**src/sv/b64d_pkg.sv**
```systemverilog
package b64d_pkg;

   // Default number of decoded groups held between the front and the back.
   localparam int QUEUE_DEPTH = 2;

   localparam logic [7:0] CHAR_UPPER_A = 8'h41;
   localparam logic [7:0] CHAR_UPPER_Z = 8'h5A;
   localparam logic [7:0] CHAR_LOWER_A = 8'h61;
   localparam logic [7:0] CHAR_LOWER_Z = 8'h7A;
   localparam logic [7:0] CHAR_DIGIT_0 = 8'h30;
   localparam logic [7:0] CHAR_DIGIT_9 = 8'h39;
   localparam logic [7:0] CHAR_PLUS    = 8'h2B;
   localparam logic [7:0] CHAR_SLASH   = 8'h2F;

   localparam logic [5:0] SEXTET_LOWER_BASE = 6'd26;
   localparam logic [5:0] SEXTET_DIGIT_BASE = 6'd52;
   localparam logic [5:0] SEXTET_PLUS       = 6'd62;
   localparam logic [5:0] SEXTET_SLASH      = 6'd63;

   typedef struct packed {
      logic [7:0] char_in;
      logic       last_in;
   } req_type;

   typedef struct packed {
      logic [7:0] data_byte;
      logic       byte_valid;
      logic       last_out;
   } rsp_type;

   // One decoded group: up to three bytes, byte 0 first. A count of zero is the end marker.
   typedef struct packed {
      logic [2:0][7:0] bytes;
      logic [1:0]      count;
      logic            last;
   } group_type;

   typedef struct packed {
      logic       hit;
      logic [5:0] value;
   } sextet_type;

   function automatic sextet_type sextet_of(input logic [7:0] c);
      sextet_type r;
      logic [7:0] d;
      r.hit   = 1'b1;
      r.value = '0;
      d       = '0;
      if (c >= CHAR_UPPER_A && c <= CHAR_UPPER_Z) begin
         d       = c - CHAR_UPPER_A;
         r.value = d[5:0];
      end else if (c >= CHAR_LOWER_A && c <= CHAR_LOWER_Z) begin
         d       = c - CHAR_LOWER_A;
         r.value = d[5:0] + SEXTET_LOWER_BASE;
      end else if (c >= CHAR_DIGIT_0 && c <= CHAR_DIGIT_9) begin
         d       = c - CHAR_DIGIT_0;
         r.value = d[5:0] + SEXTET_DIGIT_BASE;
      end else if (c == CHAR_PLUS) begin
         r.value = SEXTET_PLUS;
      end else if (c == CHAR_SLASH) begin
         r.value = SEXTET_SLASH;
      end else begin
         r.hit = 1'b0;
      end
      return r;
   endfunction

endpackage

```
**src/sv/b64d_front.sv**
```systemverilog
module b64d_front (
   input  logic                clock,
   input  logic                reset,
   input  logic                accept,
   input  b64d_pkg::req_type   req_data,
   output logic                group_push,
   output b64d_pkg::group_type group_data
);
   import b64d_pkg::*;

   logic [17:0] buffer_ff, buffer_in, buffer_post;
   logic [1:0]  count_ff, count_in, count_post;
   logic        stopped_ff, stopped_in, stopped_post;
   sextet_type  dec;
   logic        quad;
   logic [23:0] word;

   always_comb begin
      dec          = sextet_of(req_data.char_in);
      quad         = !stopped_ff && dec.hit && (count_ff == 2'd3);
      word         = {buffer_ff, dec.value};
      buffer_post  = buffer_ff;
      count_post   = count_ff;
      stopped_post = stopped_ff;
      if (!stopped_ff) begin
         if (!dec.hit) begin
            stopped_post = 1'b1;
         end else if (quad) begin
            buffer_post = '0;
            count_post  = '0;
         end else begin
            buffer_post = {buffer_ff[11:0], dec.value};
            count_post  = count_ff + 2'd1;
         end
      end
   end

   // A completed quad gives three bytes; the last character flushes whatever is left.
   always_comb begin
      group_data       = '0;
      group_data.last  = req_data.last_in;
      if (quad) begin
         group_data.bytes[0] = word[23:16];
         group_data.bytes[1] = word[15:8];
         group_data.bytes[2] = word[7:0];
         group_data.count    = 2'd3;
      end else if (req_data.last_in) begin
         case (count_post)
            2'd2: begin
               group_data.bytes[0] = buffer_post[11:4];
               group_data.count    = 2'd1;
            end
            2'd3: begin
               group_data.bytes[0] = buffer_post[17:10];
               group_data.bytes[1] = buffer_post[9:2];
               group_data.count    = 2'd2;
            end
            default: begin
               group_data.count = 2'd0;
            end
         endcase
      end
      group_push = accept && (quad || req_data.last_in);
   end

   always_comb begin
      buffer_in  = buffer_ff;
      count_in   = count_ff;
      stopped_in = stopped_ff;
      if (accept) begin
         if (req_data.last_in) begin
            buffer_in  = '0;
            count_in   = '0;
            stopped_in = 1'b0;
         end else begin
            buffer_in  = buffer_post;
            count_in   = count_post;
            stopped_in = stopped_post;
         end
      end
   end

   always_ff @(posedge clock) begin
      if (reset) begin
         buffer_ff  <= '0;
         count_ff   <= '0;
         stopped_ff <= 1'b0;
      end else begin
         buffer_ff  <= buffer_in;
         count_ff   <= count_in;
         stopped_ff <= stopped_in;
      end
   end

endmodule

```
**src/sv/b64d_fifo.sv**
```systemverilog
module b64d_fifo #(
   parameter int DEPTH = b64d_pkg::QUEUE_DEPTH
) (
   input  logic                clock,
   input  logic                reset,
   input  logic                push,
   input  b64d_pkg::group_type push_data,
   input  logic                pop,
   output logic                full,
   output logic                nonempty,
   output b64d_pkg::group_type pop_data
);
   import b64d_pkg::*;

   localparam int PW = (DEPTH > 1) ? $clog2(DEPTH) : 1;
   localparam int CW = $clog2(DEPTH + 1);

   group_type      mem_ff [DEPTH];
   logic [PW-1:0]  wr_ptr_ff, wr_ptr_in, rd_ptr_ff, rd_ptr_in;
   logic [CW-1:0]  fill_ff, fill_in;
   logic           do_push, do_pop;

   always_comb begin
      full      = (fill_ff == CW'(DEPTH));
      nonempty  = (fill_ff != '0);
      pop_data  = mem_ff[rd_ptr_ff];
      do_push   = push && !full;
      do_pop    = pop && nonempty;
      wr_ptr_in = wr_ptr_ff;
      rd_ptr_in = rd_ptr_ff;
      fill_in   = fill_ff;
      if (do_push) begin
         wr_ptr_in = (wr_ptr_ff == PW'(DEPTH - 1)) ? '0 : wr_ptr_ff + PW'(1);
      end
      if (do_pop) begin
         rd_ptr_in = (rd_ptr_ff == PW'(DEPTH - 1)) ? '0 : rd_ptr_ff + PW'(1);
      end
      if (do_push && !do_pop) begin
         fill_in = fill_ff + CW'(1);
      end else if (do_pop && !do_push) begin
         fill_in = fill_ff - CW'(1);
      end
   end

   always_ff @(posedge clock) begin
      if (do_push) begin
         mem_ff[wr_ptr_ff] <= push_data;
      end
   end

   always_ff @(posedge clock) begin
      if (reset) begin
         wr_ptr_ff <= '0;
         rd_ptr_ff <= '0;
         fill_ff   <= '0;
      end else begin
         wr_ptr_ff <= wr_ptr_in;
         rd_ptr_ff <= rd_ptr_in;
         fill_ff   <= fill_in;
      end
   end

endmodule

```
**src/sv/b64d_back.sv**
```systemverilog
module b64d_back (
   input  logic                clock,
   input  logic                reset,
   input  logic                group_ready,
   input  b64d_pkg::group_type group_data,
   output logic                group_take,
   input  logic                rsp_pop,
   output logic                rsp_empty,
   output b64d_pkg::rsp_type   rsp_data
);
   import b64d_pkg::*;

   group_type  cur_ff, cur_in;
   logic [1:0] idx_ff, idx_in;
   logic       busy_ff, busy_in;
   logic [1:0] last_idx;
   logic       at_end, fire;

   always_comb begin
      last_idx   = (cur_ff.count == 2'd0) ? 2'd0 : cur_ff.count - 2'd1;
      at_end     = (idx_ff == last_idx);
      fire       = rsp_pop && busy_ff;
      group_take = group_ready && (!busy_ff || (fire && at_end));

      rsp_empty           = !busy_ff;
      rsp_data.data_byte  = cur_ff.bytes[idx_ff];
      rsp_data.byte_valid = (cur_ff.count != 2'd0);
      rsp_data.last_out   = cur_ff.last && at_end;

      cur_in  = cur_ff;
      idx_in  = idx_ff;
      busy_in = busy_ff;
      if (group_take) begin
         cur_in  = group_data;
         idx_in  = '0;
         busy_in = 1'b1;
      end else if (fire) begin
         if (at_end) begin
            busy_in = 1'b0;
         end else begin
            idx_in = idx_ff + 2'd1;
         end
      end
   end

   always_ff @(posedge clock) begin
      cur_ff <= cur_in;
   end

   always_ff @(posedge clock) begin
      if (reset) begin
         idx_ff  <= '0;
         busy_ff <= 1'b0;
      end else begin
         idx_ff  <= idx_in;
         busy_ff <= busy_in;
      end
   end

endmodule

```
**src/sv/base64_stream_decoder.sv**
```systemverilog
// Channel   Direction  Handshake            Word
// req_      in         req_push / req_full  req_type: char_in, last_in
// rsp_      out        rsp_pop / rsp_empty  rsp_type: data_byte, byte_valid, last_out
//
// One character word is accepted every cycle while req_full is low, and one result
// word leaves every cycle while rsp_pop is high and rsp_empty is low; the back end's
// one-byte-per-cycle serializer sets that output rate, so a stream of full quads
// runs at one character per cycle; results pass the queue and the back-end register.
// Reset is synchronous and empties the group queue and clears the decoder state.
// Either side may stall on its own: the group queue absorbs the difference until it
// fills, and then req_full holds off further characters.
module base64_stream_decoder #(
   parameter int QUEUE_DEPTH = b64d_pkg::QUEUE_DEPTH
) (
   input  logic              clock,
   input  logic              reset,
   input  logic              req_push,
   output logic              req_full,
   input  b64d_pkg::req_type req_data,
   input  logic              rsp_pop,
   output logic              rsp_empty,
   output b64d_pkg::rsp_type rsp_data
);
   import b64d_pkg::*;

   // The front end classifies each character and builds a group of up to three bytes
   // when a quad completes or the message ends.
   logic      accept;
   logic      group_push;
   group_type front_group;

   // The queue hands finished groups to the back end.
   logic      queue_full;
   logic      queue_nonempty;
   logic      group_take;
   group_type queue_group;

   assign accept   = req_push && !queue_full;
   assign req_full = queue_full;

   b64d_front u_front (
      .clock      (clock),
      .reset      (reset),
      .accept     (accept),
      .req_data   (req_data),
      .group_push (group_push),
      .group_data (front_group)
   );

   b64d_fifo #(
      .DEPTH (QUEUE_DEPTH)
   ) u_fifo (
      .clock     (clock),
      .reset     (reset),
      .push      (group_push),
      .push_data (front_group),
      .pop       (group_take),
      .full      (queue_full),
      .nonempty  (queue_nonempty),
      .pop_data  (queue_group)
   );

   // The back end walks through a group one byte per pop and marks the message end.
   b64d_back u_back (
      .clock       (clock),
      .reset       (reset),
      .group_ready (queue_nonempty),
      .group_data  (queue_group),
      .group_take  (group_take),
      .rsp_pop     (rsp_pop),
      .rsp_empty   (rsp_empty),
      .rsp_data    (rsp_data)
   );

endmodule

```
**config.mk**
```make
export PLATFORM = sky130hd
export DESIGN_NAME = base64_stream_decoder
export DESIGN_NICKNAME = d
export VERILOG_FILES = /design/src/sv/b64d_pkg.sv /design/src/sv/b64d_front.sv /design/src/sv/b64d_fifo.sv /design/src/sv/b64d_back.sv /design/src/sv/base64_stream_decoder.sv
export SDC_FILE = /design/constraint.sdc
export NUM_CORES = 1
export LEC_CHECK = 0
export ABC_AREA = 1
export BUFFER_PORTS_ARGS = -buffer_cell sky130_fd_sc_hd__buf_2
export CAP_MARGIN = 20
export CORE_MARGIN = 3
export CORE_UTILIZATION = 31
export DETAILED_ROUTE_END_ITERATION = 7
export SLEW_MARGIN = 20
export SYNTH_ARGS = -nofsm -noshare
export SYNTH_HDL_FRONTEND = slang
export SYNTH_SLANG_ARGS = --single-unit
```
**constraint.sdc**
```tcl
create_clock -name clock -period 4.3 [get_ports clock]
set_input_delay 0.645 -clock clock [delete_from_list [all_inputs] [get_ports clock]]
set_output_delay 0.645 -clock clock [all_outputs]
set_load 0.05 [all_outputs]
```
==> flow_metrics.tcl, run 1 <==
set metrics [dict create \
    status "finished clean" \
    hold_buffers 0 \
    io_buffer_count 24 \
    crit_end "u_fifo.fill_ff[1]" \
    path_class "in -> reg" \
    rows 48 \
    crit_top_cell "nand2_1" \
    drt_wl_total_um 12000 \
    detailedRoute.firstPassIterationCount 5 \
    syn_inst 623 \
    hold_viol 0 \
    max_slew_margin_pct 41.1 \
    yosys.area.top_type "edfxtp_1" \
    synth_top_area_share_pct 44.3 \
    path_max_fanout 21 \
    dp_cells 853 \
    worstReg2RegEnd "u_back.cur_ff[3]" \
    dpl.hpwl_um 8540 \
    dieArea_sq_mm 0.0194 \
    grt_pass1_wl_um 19700 \
    post-cts-setup-buffers 0 \
    finClkSkew_ns 0.00738 \
    cts.clk_slew.worst_paths_ns 0.07 \
    post_cts_resized 0 \
    worstMarginPinSlew_ns 0.883 \
    startpoint "req_data[1]" \
    via_count 4010 \
    setup_viol 0 \
    syn_to_final_growth_pct 11.3 \
    critPathMaxStageDelay_ns 0.29 \
    wire_per_inst_um 13.8 \
    max_cap_viol_count 0 \
    ant_nets 0 \
    grt_pass1_vias 3805 \
    crit_path_end_kind "flip-flop" \
    drtIter0Drc 402 \
    drive_gt1_share_pct 13.8 \
    crit_slowest_cell "ha_1" \
    r2r-start "u_back.idx_ff[0]" \
    clock-sinks 109 \
    r2r_cells 7 \
    cts_tree "done" \
    clk_path_buf_depth 2 \
    cp.required_ns 4.53 \
    cts-root-buf "clkbuf_16" \
    cp_data_arrival_time_ns 3.30 \
    drc 0 \
    grt_max_degree 30 \
    setup_tns_ns 0 \
    fp.dieH_um 139 \
    io_pins 25 \
    reg2reg_slack_ns 1.40 \
    grt_overflow_total 0 \
    initial_core_util_pct 31.8 \
    num_antenna_cells 0 \
    final_cells 869 \
    antenna_found_initial 0 \
    netlist_area_sq_mm 0.00550 \
    h-tree-depth 3 \
    place_congestion 0.832 \
    yosysWarnings 0 \
    min_period_ns 3.08 \
    synthesis.nets 647 \
    fp.coreArea_sq_mm 0.0173 \
    ir_drop_v 0.000322 \
    slew_violations 0 \
    viasPerCell 4.61 \
    leakage_nw 2.45 \
    maxClockFrequency_mhz 325 \
    synth.top_cells.by_area "edfxtp_1, nand2_1, dfxtp_1" \
    cts_inserted_buffers 9 \
    hold_path_class "reg -> reg" \
    crit_chain "buf_2 > inv_1 > ha_1 > inv_1 > nand2_1 > nand2_1 > nor2_1 > nor2_4 > nand2_4 > nand3_4 > nand2_4 > inv_4 > nand2_8 > nand2_2 > nand2_1 > inv_2 > ha_1 > a21oi_1 > o21ai_0 > o21ai_0 > a21oi_1" \
    die_w_um 139 \
    critPathLaunchType "input pin" \
    rsz0062_at_grt "no" \
    ys_seq_elements 109 \
    clk_latency_ns 0.35 \
    ys_types 38 \
    power_density_mw_per_mm2 538 \
    nets 663 \
    hp-start "u_front.buffer_ff[2]" \
    grt_usage_pct 12.7 \
    avgSynthCellArea_sq_um 8.82 \
    fin_crit_sh_pct 71.5 \
    synth-seq-area-share_pct 54.5 \
]
[cell usage in the layout (no fill, tap or decap), types with 9 or more instances in the layout]
cell	instances
inv_1	29
ha_1	11
nand2_1	224
nand2_2	10
o21ai_0	29
nand3_1	48
clkbuf_16	9
inv_2	10
edfxtp_1	81
nor2_1	37
a21oi_1	28
dfxtp_1	28
nand4_1	17
buf_2	24
[sequential cells by signal, summed over array words and instances (netlist names)]
signal,flops
u_fifo.mem_ff,54
u_back.cur_ff,27
u_front.buffer_ff,18
u_back.idx_ff,2
u_fifo.fill_ff,2
u_front.count_ff,2
u_back.busy_ff,1
u_fifo.rd_ptr_ff,1
u_fifo.wr_ptr_ff,1
u_front.stopped_ff,1
[where the power goes]
group	leakage [nW]	internal, mW	total, mW	switching [mW]
Combinational	1.30	0.216	0.949	0.732
Clock	0.156	0.511	0.880	0.369
Sequential	0.986	1.39	1.46	0.0699
[synthesized netlist by cell type]
master,number
a211oi_1,1
a21oi_1,28
a21oi_2,2
a22oi_1,1
a31oi_1,1
buf_1,1
buf_2,3
buf_4,3
buf_6,3
buf_8,1
clkbuf_1,13
clkinv_1,2
dfxtp_1,28
edfxtp_1,81
ha_1,11
inv_1,29
inv_2,10
inv_4,1
nand2_1,224
nand2_2,10
nand2_4,4
nand2_8,1
nand3_1,48
nand3_4,2
nand3b_1,4
nand4_1,17
nor2_1,38
nor2_2,4
nor2_4,2
nor2_8,1
nor3_1,1
nor3b_1,1
o21ai_0,30
o21ai_1,3
o21ai_2,6
o221ai_1,1
or2_2,1
xor2_1,6
[worst min path at each step]
stage / to / slack (ns) / cells past startpoint
final: u_front.buffer_ff[2] / 0.48 / 2
after floorplan: u_front.buffer_ff[2] / 0.46 / 2
after global placement: u_front.buffer_ff[2] / 0.47 / 2
after CTS: u_front.buffer_ff[2] / 0.49 / 2
after global routing: u_front.buffer_ff[17] / 0.51 / 2
after detailed placement: u_front.buffer_ff[2] / 0.48 / 2
[layer usage]
metal	track usage (%)	part of all wire [%]
met5	0	0
met4	3.91	1.4
met3	2.86	3.9
met2	19.6	45
met1	17.9	50
[kinds of logic (layout without fill, tap and decap cells)]
logic type	Yosys count	after routing	share of synthesized area, %
compound gates	73	73	7.38
xor+xnor	6	6	0.956
fa+ha+maj	11	11	2.50
buf+inv	66	87	5.44
flops	109	109	54.5
simple gates	358	358	29.3
[critical path: cells and delay by family]
family,cells,cell delay [ns]
compound gates,4,0.44
fa+ha+maj,2,0.50
buf+inv,5,0.45
simple gates,10,1.25
[cell type report]
type | count | area (sq um)
clock buffers | 10 | 229
clock inverters | 6 | 87.6
fillers | 1768 | 11200
inverters | 42 | 160
multi-input cells | 448 | 2210
flip-flops and latches | 109 | 2990
well taps | 225 | 282
repair buffers | 29 | 158
[through the flow]
| stage | power, mW | hold WS [ns] | worst slack (ns) | util, % | instance area (sq um) |
|---|---|---|---|---|---|
| after floorplan | 2.19 | 0.458 | 0.751 | - | 5500 |
| after global placement | 2.43 | 0.471 | 0.899 | 33.5 | 5800 |
| final | 3.29 | 0.483 | 1.22 | 35.4 | 6120 |
| after detailed placement | 2.44 | 0.475 | 0.848 | 33.5 | 5800 |
| after global routing | 3.48 | 0.513 | 0.934 | 35.4 | 6120 |
| after CTS | 3.32 | 0.487 | 1.23 | 35.4 | 6120 |
(Power assumes the default switching activity.)
==> run 2: changes to the inputs <==
==> constraint.sdc (replaced) <==
create_clock -name clock -period 2.7 [get_ports clock]
set_input_delay 0.405 -clock clock [delete_from_list [all_inputs] [get_ports clock]]
set_output_delay 0.405 -clock clock [all_outputs]
set_load 0.05 [all_outputs]
==> flow_metrics.tcl, run 2 (same netlist as run 1, synthesis figures left out) <==
set metrics [dict create \
    fp.coreArea_sq_mm 0.0173 \
    antenna_found_initial 0 \
    clk_path_buf_depth 2 \
    hold_viol 0 \
    clock-sinks 109 \
    drc 0 \
    largest_reg_flops 54 \
    ant_nets 0 \
    finClkSkew_ns 0.00644 \
    cts_inserted_buffers 9 \
    drive_gt1_share_pct 16.6 \
    detailedRoute.firstPassIterationCount 5 \
    rows 48 \
    cp.required_ns 2.92 \
    nets 686 \
    maxClockFrequency_mhz 424 \
    dieArea_sq_mm 0.0194 \
    num_antenna_cells 0 \
    setup_tns_ns 0 \
    hp-start "rsp_pop" \
    cts.clk_slew.worst_paths_ns 0.06 \
    post-cts-setup-buffers 0 \
    final_util_pct 36.5 \
    grt_pass1_wl_um 19700 \
    io_buffer_count 24 \
    setup_viol 0 \
    grt_pass1_vias 3829 \
    io_pins 25 \
    ir_drop_v 0.000529 \
    min_period_ns 2.36 \
    leakage_nw 2.56 \
    path_class "reg -> reg" \
    drt_wl_total_um 11800 \
    cp_data_arrival_time_ns 2.58 \
    initial_core_util_pct 31.8 \
    rsz0062_at_grt "no" \
    crit_path_end_kind "flip-flop" \
    startpoint "u_back.idx_ff[0]" \
    grt_usage_pct 12.4 \
    worstMarginPinSlew_ns 0.883 \
    fin_crit_sh_pct 87.3 \
    largestRegisters "u_fifo.mem_ff: 54 flops, u_back.cur_ff: 27 flops, u_front.buffer_ff: 18 flops" \
    regMostFlops "u_fifo.mem_ff" \
    r2r-start "u_back.idx_ff[0]" \
    final_common_cell "nand2_1" \
    wire_per_inst_um 13.2 \
    clk_latency_ns 0.34 \
    dpl.hpwl_um 8760 \
    cts_tree "done" \
    drtIter0Drc 353 \
    hold_path_class "in -> reg" \
    grt_overflow_total 0 \
    die_w_um 139 \
    post_cts_resized 0 \
    viasPerCell 4.63 \
    slew_violations 0 \
    syn_to_final_growth_pct 14.8 \
    power_density_mw_per_mm2 819 \
    most-common-layout-cells "nand2_1, edfxtp_1, nand3_1" \
    nFillCells 1775 \
    path_max_fanout 11 \
    grt_max_degree 30 \
    status "finished clean" \
    hold_buffers 0 \
    max_slew_margin_pct 41.1 \
    final_cells 892 \
    place_congestion 0.859 \
    max_cap_viol_count 0 \
    dp_cells 876 \
    cts-root-buf "clkbuf_16" \
    via_count 4127 \
    critPathLaunchType "flip-flop" \
    h-tree-depth 3 \
    fp.dieH_um 139 \
]
[run 2: changes by cell type in the layout (fill, tap and decap cells not counted), sizes merged]
cell	change
buf	+23
clkbuf	+5
clkinv	-3
bufinv	-2
[run 2: metal layers]
metal | GRT usage (%) | wire length (um) | vias up
met1 | 17.2 | 5760 | 1877
met4 | 4.02 | 185 | 0
li1 | - | - | 2158
met2 | 19.5 | 5480 | 80
met3 | 2.45 | 382 | 12
met5 | 0 | 0 | -
[run 2: critical path, stage by stage, from the launching register on]
cell and delay [ns]:
dfxtp_1 0.54, clkinv_1 0.15, nor3_1 0.20, a22oi_1 0.14, nand2_1 0.11, o221ai_1 0.26, ha_1 0.41, a21oi_1 0.12
o21ai_0 0.11, o21ai_0 0.15, a21oi_1 0.05
[run 2: final timing paths]
kind / endpoint / slack, ns / cells past startpoint
hold reg to reg: u_front.buffer_ff[13] / 0.49 / 2
setup / recovery: u_fifo.fill_ff[1] / 0.34 / 10
setup reg to reg: u_fifo.fill_ff[1] / 0.34 / 10
hold / removal: u_back.idx_ff[0] / 0.45 / 5
[run 2: metrics by stage]
| stage | power (mW) | hold WS, ns | cell area [sq um] | setup WS (ns) |
|---|---|---|---|---|
| after global placement | 3.96 | 0.475 | 6010 | 0.0754 |
| after CTS | 5.24 | 0.435 | 6310 | 0.367 |
| after floorplan | 3.49 | 0.458 | 5500 | 0.0178 |
| final | 5.17 | 0.446 | 6310 | 0.344 |
| after global routing | 5.48 | 0.471 | 6310 | 0.125 |
| after detailed placement | 3.98 | 0.475 | 6010 | 0.0454 |
[run 2: final cells by class]
cell class                      count  area, sq um  share of cell area (%)
Sequential cell                   109         2990                    47.5
Multi-Input combinational cell    448         2210                    35.1
Timing Repair Buffer               52          368                    5.83
Clock buffer                       15          288                    4.56
Tap cell                          225          282                    4.46
Inverter                           42          160                    2.54
Clock inverter                      1         5.00                  0.0793
[run 2: power by group]
part / total (mW) / switching, mW / internal (mW)
Combinational: 1.59 / 1.17 / 0.414
Sequential: 2.33 / 0.119 / 2.21
Clock: 1.25 / 0.523 / 0.726
==> run 3: changes to the inputs <==
--- a/config.mk
+++ b/config.mk
@@ -11,6 +11,7 @@
 export CORE_MARGIN = 3
 export CORE_UTILIZATION = 31
 export DETAILED_ROUTE_END_ITERATION = 7
+export PLACE_DENSITY = 0.5
 export SLEW_MARGIN = 20
 export SYNTH_ARGS = -nofsm -noshare
 export SYNTH_HDL_FRONTEND = slang
==> flow_metrics.tcl, run 3 (same netlist as run 1, synthesis figures left out) <==
set metrics [dict create \
    regMostFlops "u_fifo.mem_ff" \
    grt_usage_pct 13.1 \
    worstMarginPinSlew_ns 0.930 \
    hold_path_class "in -> reg" \
    setup_viol 0 \
    cts.clk_slew.worst_paths_ns 0.07 \
    largest_reg_flops 54 \
    hold-path-cell-count 5 \
    status "finished clean" \
    maxClockFrequency_mhz 414 \
    drc 0 \
    viasPerCell 4.71 \
    wire_per_inst_um 14.1 \
    fin_crit_sh_pct 89.4 \
    fp.dieH_um 139 \
    grt_pass1_wl_um 20600 \
    most-common-layout-cells "nand2_1, edfxtp_1, nand3_1" \
    ant_nets 0 \
    grt_pass1_vias 3885 \
    path_max_fanout 20 \
    dpl.hpwl_um 9440 \
    nFillCells 1761 \
    io_pins 25 \
    place_congestion 0.853 \
    final_cells 894 \
    hold_buffers 0 \
    cts_inserted_buffers 9 \
    holdPathEnd "u_back.idx_ff[0]" \
    power_density_mw_per_mm2 845 \
    path_class "in -> reg" \
    clock-sinks 109 \
    num_antenna_cells 0 \
    hp-start "rsp_pop" \
    crit_path_end_kind "flip-flop" \
    h-tree-depth 3 \
    r2r-start "u_back.idx_ff[0]" \
    largestRegisters "u_fifo.mem_ff: 54 flops, u_back.cur_ff: 27 flops, u_front.buffer_ff: 18 flops" \
    cts_tree "done" \
    worstReg2RegEnd "u_fifo.fill_ff[1]" \
    clk_path_buf_depth 2 \
    max_cap_viol_count 0 \
    post-cts-setup-buffers 0 \
    die_w_um 139 \
    clk_latency_ns 0.35 \
    critPathLaunchType "input pin" \
    min_period_ns 2.41 \
    drtIter0Drc 412 \
    cts-root-buf "clkbuf_16" \
    r2r_cells 10 \
    detailedRoute.firstPassIterationCount 5 \
    finClkSkew_ns 0.00854 \
    max_slew_margin_pct 38.0 \
    dieArea_sq_mm 0.0194 \
    place_ws_ns -0.0819 \
    post_cts_resized 0 \
    rsz0062_at_grt "no" \
    leakage_nw 2.57 \
    dp_cells 878 \
    final_common_cell "nand2_1" \
    initial_core_util_pct 31.8 \
    slew_violations 0 \
    grt_max_degree 30 \
    rows 48 \
    via_count 4209 \
    hold_viol 0 \
    reg2reg_slack_ns 0.37 \
    cp_data_arrival_time_ns 2.63 \
    ir_drop_v 0.000700 \
    io_buffer_count 24 \
    cp.required_ns 2.92 \
    fp.coreArea_sq_mm 0.0173 \
    antenna_found_initial 0 \
    drive_gt1_share_pct 17.0 \
    drt_wl_total_um 12600 \
    syn_to_final_growth_pct 15.5 \
    fin_ws_ns 0.287 \
    grt_overflow_total 0 \
    nets 688 \
]
[run 3: where the power goes]
part           switching [mW]  internal, mW
sequential              0.115          2.21
clock                   0.595         0.817
combinational            1.20         0.428
[run 3: how the worst max path moves through the flow]
stage | startpoint | end | slack (ns) | cells after the start
2_1_floorplan | req_data[1] | u_fifo.mem_ff[1][0] | 0.02 | 16
3_3_place_gp | req_data[2] | u_fifo.mem_ff[0][2] | 0.03 | 18
3_5_place_dp | req_data[3] | u_fifo.mem_ff[1][2] | -0.08 | 18
4_1_cts | req_data[3] | u_fifo.mem_ff[0][2] | 0.28 | 18
5_1_grt | u_back.idx_ff[0] | u_fifo.fill_ff[1] | 0.02 | 10
6_report | req_data[3] | u_fifo.mem_ff[0][2] | 0.29 | 18
[run 3: cell type report]
type                            count  area [sq um]  share of cell area [%]
Sequential cell                   109          2990                    47.1
Tap cell                          225           282                    4.43
Inverter                           42           160                    2.52
Multi-Input combinational cell    448          2210                    34.8
Timing Repair Buffer               54           383                    6.03
Clock inverter                      7          95.1                    1.50
Clock buffer                        9           225                    3.55
[run 3: layer usage]
metal	vias up	wire length, um	track usage (%)
li1	2165	-	-
met1	1958	6140	18.0
met2	75	5910	21.0
met3	11	362	2.69
met4	0	157	3.50
met5	-	0	0
[run 3: metrics by stage]
step	total power, mW	area (sq um)	hold slack (ns)	util [%]	setup TNS [ns]
floorplan	3.49	5500	0.458	-	0
global placement	4.00	6030	0.469	34.9	0
detailed placement	4.01	6030	0.474	34.9	-0.164
CTS	5.43	6350	0.428	36.7	0
global route	5.67	6350	0.459	36.7	0
finish	5.37	6350	0.441	36.7	0
[run 3: critical path, cell delays in order]
cell and delay, ns:
buf_2 0.12, inv_2 0.12, ha_1 0.18, inv_1 0.07, nand2_1 0.09, nand3b_1 0.12
nand2_2 0.10, nand2_2 0.09, inv_2 0.08, nand3_4 0.08, nand2_4 0.07, buf_4 0.24
nand2_1 0.08, nand2_1 0.12, nand2_2 0.09, buf_4 0.13, o21ai_0 0.26, buf_4 0.17
